--- src/design/crc16fc_pkg.sv ---
// shared types, constants and the byte-wide crc-16/ccitt step
// for the crc16 frame checker; no dependencies
package crc16fc_pkg;

  localparam int HEADER_BYTES     = 8;
  localparam int MIN_PACKET_BYTES = 10;

  localparam int            CNT_W     = 9;
  localparam logic [8:0]    COUNT_MAX = 9'd511;
  localparam logic [15:0]   CRC_INIT  = 16'hFFFF;
  localparam logic [15:0]   CRC_POLY  = 16'h1021;

  localparam int TDATA_W = 104;
  localparam int TUSER_W = 3;

  typedef enum logic [1:0] {
    STATUS_OK        = 2'd0,
    STATUS_SHORT     = 2'd1,
    STATUS_CRC_ERR   = 2'd2,
    STATUS_LEN_ERR   = 2'd3
  } status_e;

  typedef struct packed {
    logic [15:0] dest;
    logic [15:0] src;
    logic [7:0]  seq;
    logic [7:0]  kind;
    logic [7:0]  len;
    logic [7:0]  flags;
  } hdr_t;

  // msb-first crc over one byte, no reflection
  function automatic logic [15:0] crc16_fold(input logic [15:0] crc, input logic [7:0] b);
    logic [15:0] c;
    c = crc ^ {b, 8'h00};
    for (int k = 0; k < 8; k++) begin
      if (c[15]) begin
        c = {c[14:0], 1'b0} ^ CRC_POLY;
      end else begin
        c = {c[14:0], 1'b0};
      end
    end
    return c;
  endfunction

endpackage

--- src/design/crc16fc_hdr_capture.sv ---
// header field capture for the crc16 frame checker
// depends on crc16fc_pkg (hdr_t, CNT_W)
module crc16fc_hdr_capture #(
  parameter int HeaderBytes = crc16fc_pkg::HEADER_BYTES
) (
  input  logic                          clk_i,
  input  logic                          rst_ni,
  input  logic                          en_i,
  input  logic [crc16fc_pkg::CNT_W-1:0] idx_i,
  input  logic [7:0]                    byte_i,
  output crc16fc_pkg::hdr_t             hdr_o
);
  import crc16fc_pkg::*;

  hdr_t hdr_q, hdr_d;

  always_comb begin
    hdr_d = hdr_q;
    if (en_i && (idx_i < CNT_W'(HeaderBytes))) begin
      case (idx_i[2:0])
        3'd0: begin
          hdr_d       = '0;
          hdr_d.dest  = {8'h00, byte_i};
        end
        3'd1: hdr_d.dest[15:8] = byte_i;
        3'd2: hdr_d.src        = {8'h00, byte_i};
        3'd3: hdr_d.src[15:8]  = byte_i;
        3'd4: hdr_d.seq        = byte_i;
        3'd5: hdr_d.kind       = byte_i;
        3'd6: hdr_d.len        = byte_i;
        3'd7: hdr_d.flags      = byte_i;
        default: hdr_d = hdr_q;
      endcase
    end
  end

  always_ff @(posedge clk_i or negedge rst_ni) begin
    if (!rst_ni) begin
      hdr_q <= '0;
    end else begin
      hdr_q <= hdr_d;
    end
  end

  // next-state view so a verdict on this beat sees the byte just captured
  assign hdr_o = hdr_d;

endmodule

--- src/design/crc16_frame_checker_top.sv ---
// crc16 frame checker top level: byte stream in, payload/verdict beats out
// depends on crc16fc_pkg and crc16fc_hdr_capture
// an accepted input beat's result beat is registered and appears in the next cycle
// throughput: one input beat per cycle unless the output is held; a single output register decouples the sides
// the byte-wide crc step and header capture are combinational between state and output
// reset: asynchronous active low; crc state to 0xffff, counters, delay line, header cleared
// beats that produce no payload byte and no verdict give no output beat
module crc16_frame_checker_top #(
  parameter int HeaderBytes    = crc16fc_pkg::HEADER_BYTES,
  parameter int MinPacketBytes = crc16fc_pkg::MIN_PACKET_BYTES
) (
  input  logic                            clk_i,
  input  logic                            rst_ni,
  input  logic                            s_axis_tvalid_i,
  output logic                            s_axis_tready_o,
  // [7:0] rx_byte
  input  logic [7:0]                      s_axis_tdata_i,
  // last_byte
  input  logic                            s_axis_tlast_i,
  output logic                            m_axis_tvalid_o,
  input  logic                            m_axis_tready_i,
  // [7:0] payload_byte, [23:8] dst_id, [39:24] src_id, [47:40] seq_num,
  // [55:48] frame_kind, [63:56] body_len, [71:64] flags, [103:72] crc_error_total
  output logic [crc16fc_pkg::TDATA_W-1:0] m_axis_tdata_o,
  // [0] payload_valid, [2:1] status
  output logic [crc16fc_pkg::TUSER_W-1:0] m_axis_tuser_o,
  // frame_done
  output logic                            m_axis_tlast_o
);
  import crc16fc_pkg::*;

  logic [15:0]      crc_q, crc_d;
  logic [CNT_W-1:0] count_q, count_d;
  logic [7:0]       dly0_q, dly0_d, dly1_q, dly1_d;
  logic [31:0]      err_q, err_d;

  logic                 out_valid_q;
  logic [TDATA_W-1:0]   out_data_q;
  logic [TUSER_W-1:0]   out_user_q;
  logic                 out_last_q;

  logic             beat;
  logic             fold;
  logic             pay;
  logic [15:0]      crc_new;
  logic [CNT_W-1:0] total;
  logic [15:0]      rx_crc;
  status_e          status;
  hdr_t             hdr;
  logic [7:0]       pay_byte;

  assign s_axis_tready_o = !out_valid_q || m_axis_tready_i;
  assign beat            = s_axis_tvalid_i && s_axis_tready_o;

  crc16fc_hdr_capture #(
    .HeaderBytes(HeaderBytes)
  ) u_hdr (
    .clk_i (clk_i),
    .rst_ni(rst_ni),
    .en_i  (beat),
    .idx_i (count_q),
    .byte_i(s_axis_tdata_i),
    .hdr_o (hdr)
  );

  always_comb begin
    fold     = count_q >= CNT_W'(2);
    pay      = count_q >= CNT_W'(HeaderBytes + 2);
    crc_new  = fold ? crc16_fold(crc_q, dly1_q) : crc_q;
    total    = (count_q == COUNT_MAX) ? count_q : count_q + CNT_W'(1);
    rx_crc   = {s_axis_tdata_i, dly0_q};
    pay_byte = pay ? dly1_q : 8'h00;
    err_d    = err_q;
    status   = STATUS_OK;
    if (s_axis_tlast_i) begin
      if (total < CNT_W'(MinPacketBytes)) begin
        status = STATUS_SHORT;
      end else if (rx_crc != crc_new) begin
        status = STATUS_CRC_ERR;
        err_d  = err_q + 32'd1;
      end else if ({1'b0, total} != (10'(MinPacketBytes) + {2'b00, hdr.len})) begin
        status = STATUS_LEN_ERR;
      end
    end
    if (s_axis_tlast_i) begin
      crc_d   = CRC_INIT;
      count_d = '0;
      dly0_d  = '0;
      dly1_d  = '0;
    end else begin
      crc_d   = crc_new;
      count_d = total;
      dly0_d  = s_axis_tdata_i;
      dly1_d  = dly0_q;
    end
  end

  always_ff @(posedge clk_i or negedge rst_ni) begin
    if (!rst_ni) begin
      crc_q   <= CRC_INIT;
      count_q <= '0;
      dly0_q  <= '0;
      dly1_q  <= '0;
      err_q   <= '0;
    end else if (beat) begin
      crc_q   <= crc_d;
      count_q <= count_d;
      dly0_q  <= dly0_d;
      dly1_q  <= dly1_d;
      err_q   <= err_d;
    end
  end

  always_ff @(posedge clk_i or negedge rst_ni) begin
    if (!rst_ni) begin
      out_valid_q <= 1'b0;
    end else if (beat && (pay || s_axis_tlast_i)) begin
      out_valid_q <= 1'b1;
    end else if (m_axis_tready_i) begin
      out_valid_q <= 1'b0;
    end
  end

  always_ff @(posedge clk_i) begin
    if (beat && (pay || s_axis_tlast_i)) begin
      out_data_q <= {err_d, hdr.flags, hdr.len, hdr.kind, hdr.seq,
                     hdr.src, hdr.dest, pay_byte};
      out_user_q <= {status, pay};
      out_last_q <= s_axis_tlast_i;
    end
  end

  assign m_axis_tvalid_o = out_valid_q;
  assign m_axis_tdata_o  = out_data_q;
  assign m_axis_tuser_o  = out_user_q;
  assign m_axis_tlast_o  = out_last_q;

  a_last_clears_count: assert property (@(posedge clk_i) disable iff (!rst_ni)
    beat && s_axis_tlast_i |=> count_q == '0 && crc_q == CRC_INIT)
    else $error("frame state not cleared after last beat");

  a_stall_only_when_full: assert property (@(posedge clk_i) disable iff (!rst_ni)
    !s_axis_tready_o |-> out_valid_q)
    else $error("input stalled with empty output register");

  a_err_step: assert property (@(posedge clk_i) disable iff (!rst_ni)
    ##1 (err_q == $past(err_q) || err_q == $past(err_q) + 32'd1))
    else $error("crc error count moved by more than one");

  a_err_only_on_last: assert property (@(posedge clk_i) disable iff (!rst_ni)
    !(beat && s_axis_tlast_i) |=> err_q == $past(err_q))
    else $error("crc error count moved outside a last beat");

endmodule

--- config.mk ---
export PLATFORM = sky130hd
export DESIGN_NAME = crc16_frame_checker_top
export DESIGN_NICKNAME = d
export VERILOG_FILES = /design/src/design/crc16fc_pkg.sv /design/src/design/crc16fc_hdr_capture.sv /design/src/design/crc16_frame_checker_top.sv
export SDC_FILE = /design/constraint.sdc
export NUM_CORES = 1
export LEC_CHECK = 0
export BUFFER_PORTS_ARGS = -buffer_cell sky130_fd_sc_hd__buf_2
export CORE_ASPECT_RATIO = 1.5
export CORE_MARGIN = 2
export CORE_UTILIZATION = 40
export DETAILED_ROUTE_END_ITERATION = 8
export GPL_TIMING_DRIVEN = 0
export HOLD_SLACK_MARGIN = 0.06
export MAX_ROUTING_LAYER = met4
export SYNTH_ARGS = -nofsm -noshare
export SYNTH_HDL_FRONTEND = slang
export SYNTH_SLANG_ARGS = --single-unit
--- constraint.sdc ---
create_clock -name clk_i -period 5.4 [get_ports clk_i]
set_input_delay 1.08 -clock clk_i [delete_from_list [all_inputs] [get_ports clk_i]]
set_output_delay 1.08 -clock clk_i [all_outputs]
set_load 0.02 [all_outputs]
==> impl_metrics.csv <==
group,metric,value,unit
setup_path,required,5.67,ns
sta,fmax,0.2448,GHz
route,totalWireLength,29.61,mm
power_and_ir_drop,power.density,411.2,nW/um^2
power_and_ir_drop,combPwrFrac,0.228,
power_and_ir_drop,clock_power_share,0.339,
synthesis,ys_seq_area_frac,0.5957,
grt,grt_max_degree,95,
setup_path,arrival,4.35,ns
clocking,cts_htree_levels,1,
clocking,postCtsSetupBuffers,0,
floorplan,rows,75,
synthesis,syn_area,11280,sq um
sta,hold_violations,0,
route,postRouteAntennaNets,0,
grt,first_global_vias,8159,
setup_path,crit_type,"reg -> reg",
sta,worstMarginPinSlew,0.8768,ns
layout,syn_to_final_growth,17.29,%
synthesis,syn_area_per_cell,11.65,sq um
synthesis,syn_inst,968,
run_status,outcome,"finished, final reports clean",
power_and_ir_drop,power,5.438,mW
place,post-dp-hpwl,20.05,mm
sta,drv_slew,0,
grt,antenna_found_initial,0,
synthesis,ys.flop_type,"dfrtp_1",
place,place_congestion,0.9067,
clocking,cts.clk_slew.worst_paths,0.07,ns
place,io_buffers,117,
floorplan,core_area,27870,sq um
route,vias_per_cell,5.487,
sta,fin_crit_sh,0.7564,
worst_hold_path,hp-class,"in -> async",
floorplan,io_pins,123,
route,drt_iter0_markers,428,
clocking,postCtsHoldBufs,0,
sta,hold_slack,0.4670,ns
setup_path,startpoint,"count_q[0]$_DFFE_PN0P_",
synthesis,netlist.top_cell.by_area,"edfxtp_1",
power_and_ir_drop,p_int,3.822,mW
clocking,insertion_delay,0.55,ns
clocking,root_buffer,"clkbuf_16",
power_and_ir_drop,p_leak,5.525,nW
synthesis,synth_top_area_frac,0.2876,
synthesis,synth_edf_count,108,
route,wl_per_cell,20.03,um
setup_path,critical_path.max_fanout,10,
synthesis,synth.area.top_cells,"edfxtp_1, dfrtp_1, xnor2_1, dfstp_2, nand2_1",
power_and_ir_drop,p_sw,1.616,mW
route,drcViolationCount,0,
layout,drive_gt1_frac,0.1917,
power_and_ir_drop,ir_worst_vdd,0.0004177,V
synthesis,yosysWarnings,0,
floorplan,start_util,0.4046,
clocking,cts_tree,"yes",
sta,rsz0062_at_grt,"false",
clocking,cts_resized,0,
sta,fin_crit,4.085,ns
layout,final_cells,1478,
floorplan,die_x,141.1,um
synthesis,syn_nets,989,
setup_path,worstSetupEndpointType,"flip-flop",
clocking,cts_sinks,246,
setup_path,ff2ff_path_depth,11,
layout,design_area,13230,sq um
sta,setup_violations,0,
layout,nets,1135,
layout,antenna_cells,0,
power_and_ir_drop,p_seq_frac,0.433,
place,placed_area,12360,sq um
job,cap_violations,0,
synthesis,ys_async_sr_fraction,0.5610,
synthesis,ys_types,62,
synthesis,ys_ff_latch,246,
route,drtPass1Iterations,5,
clocking,cts_made_buffers,25,
sta,timing.slew.headroom,0.4155,
floorplan,dieArea,29580,sq um
grt,grt_pass1_wl,46.25,mm
grt,grt_overflow,0,
floorplan,dieHeight,209.6,um
route,vias,8110,
power_and_ir_drop,switching_share,0.2972,
clocking,clk_path_buf_depth,3,
sta,finalSetupTns,0,ns
setup_path,critPathLaunchType,"flip-flop",
sta,clock_skew,0.02380,ns
grt,grt.total_usage,0.2064,
setup_path,r2r-start,"count_q[0]$_DFFE_PN0P_",
place,place_inst,1433,
## sequential cells by signal (all words and copies together) (netlist names)
register and cells:
u_hdr.hdr_q 64, dly0_q 8, m_axis_tlast_o 1, err_q 32
m_axis_tvalid_o 1, m_axis_tuser_o 3, count_q 9, crc_q 16
m_axis_tdata_o 104, dly1_q 8
## Yosys cell counts (3+ instances only)
cell and n:
a211oi_1 5, buf_1 7, ha_1 8, nand3_1 42
and4_1 9, dfstp_2 16, or3_1 6, and4b_1 3
a21oi_1 39, mux2_2 10, a31oi_1 7, o31ai_1 10
dfrtp_1 122, a22o_1 25, nor2_1 43, edfxtp_1 108
and3_1 19, nor2b_1 9, o21ai_0 55, xor2_1 31
nand2_1 110, clkbuf_1 37, xnor2_1 63, a21o_1 3
buf_2 8, nand4_1 27, o22ai_1 13, inv_1 21
and2_1 8, o22a_1 13, nand2b_1 4, nor4_1 11
xnor3_1 8, mux2i_1 5, buf_6 4, or2_2 3
nor3_1 22
## worst paths after layout
kind | to | slack [ns]
min | dly0_q[6]$_DFFE_PN0P_ | 0.47
max reg2reg | m_axis_tdata_o[81]$_DFFE_PP_ | 1.32
max | m_axis_tdata_o[81]$_DFFE_PP_ | 1.32
max in group asynchronous | u_hdr.hdr_q[15]$_DFF_PN0_ | 4.07
min in group clk_i | u_hdr.hdr_q[26]$_DFF_PN0_ | 0.49
min reg2reg | u_hdr.hdr_q[26]$_DFF_PN0_ | 0.49
## kinds of logic after synthesis
group / count (synthesis) / synth area share
AOI/OAI and AO/OA: 186 / 0.1067
DFF: 246 / 0.5957
and+or+nand+nor: 329 / 0.1498
muxes: 15 / 0.01443
adders and majority gates: 8 / 0.008877
buffers and inverters: 79 / 0.02985
xor gates and xnor gates: 105 / 0.09465
## layout by cell type, fill, tap and decap left out, types with 4 or more instances in the layout
cell type   Yosys  layout
xor2_1         31      31
nor2b_1         9       9
o22ai_1        13      13
and4_1          9       9
clkbuf_16       0      26
and2_1          8       8
nor2_1         43      43
ha_1            8       8
or3_1           6       6
xnor2_1        63      63
xnor3_1         8       8
dfrtp_1       122     122
mux2i_1         5       5
o21ai_0        55      55
edfxtp_1      108     108
o22a_1         13      13
a31oi_1         7       7
and3_1         19      19
nand3_1        42      42
nor3_1         22      22
buf_2           8     124
nand2_1       110     110
nand4_1        27      27
clkinvlp_4      0       4
buf_6           4       5
clkbuf_1       37      39
nand2b_1        4       4
dfstp_2        16      16
inv_1          21      20
mux2_2         10      10
a211oi_1        5       5
nor4_1         11      11
a22o_1         25      25
a21oi_1        39      39
buf_1           7       7
o31ai_1        10      10
## cell type report
cell class	count	area, sq um
clock inverters	15	181.4
clock buffers	30	685.7
flip-flops and latches	246	6716
repair buffers	119	646.9
plain buffers	56	250.2
well taps	346	432.9
inverters	23	88.84
fillers	2521	14650
multi-input cells	643	4223
## power groups by stage
stage | Clock [mW] | Combinational [mW] | Sequential (mW)
6_report | 1.84 | 1.24 | 2.35
5_1_grt | 1.95 | 1.34 | 2.38
4_1_cts | 1.89 | 1.24 | 2.35
3_5_place_dp | 0 | 1.23 | 2.39
3_3_place_gp | 0 | 1.22 | 2.39
2_1_floorplan | 0 | 0.863 | 2.42
## metrics by stage
step / utilization / worst slack, ns
detailed placement: 0.4434 / 0.9692
finish: 0.4745 / 1.315
global placement: 0.4411 / -1.177
global route: 0.4745 / 1.030
CTS: 0.4745 / 1.312
floorplan: - / 0.4587
## per-layer routing
| metal | part of all wire | wire length, um | up-vias | track usage |
|---|---|---|---|---|
| met5 | 0 | 0 | - | - |
| met4 | 0.031 | 910 | 0 | 0.07414 |
| met3 | 0.045 | 1344 | 67 | 0.02510 |
| met2 | 0.52 | 15470 | 271 | 0.3599 |
| met1 | 0.40 | 11880 | 3960 | 0.2458 |
| li1 | - | - | 3812 | - |
## critical path, stage by stage, from the launching register on
cell and delay (ns):
dfrtp_1 0.48, ha_1 0.33, ha_1 0.37, nor2b_1 0.16, a21oi_1 0.05, o22a_1 0.20, nor4_1 0.58, nand2b_1 0.20
clkbuf_1 0.47, buf_1 0.64, nor3_1 0.14, xor2_1 0.18
Note: power is estimated with default switching activity, not from simulation.
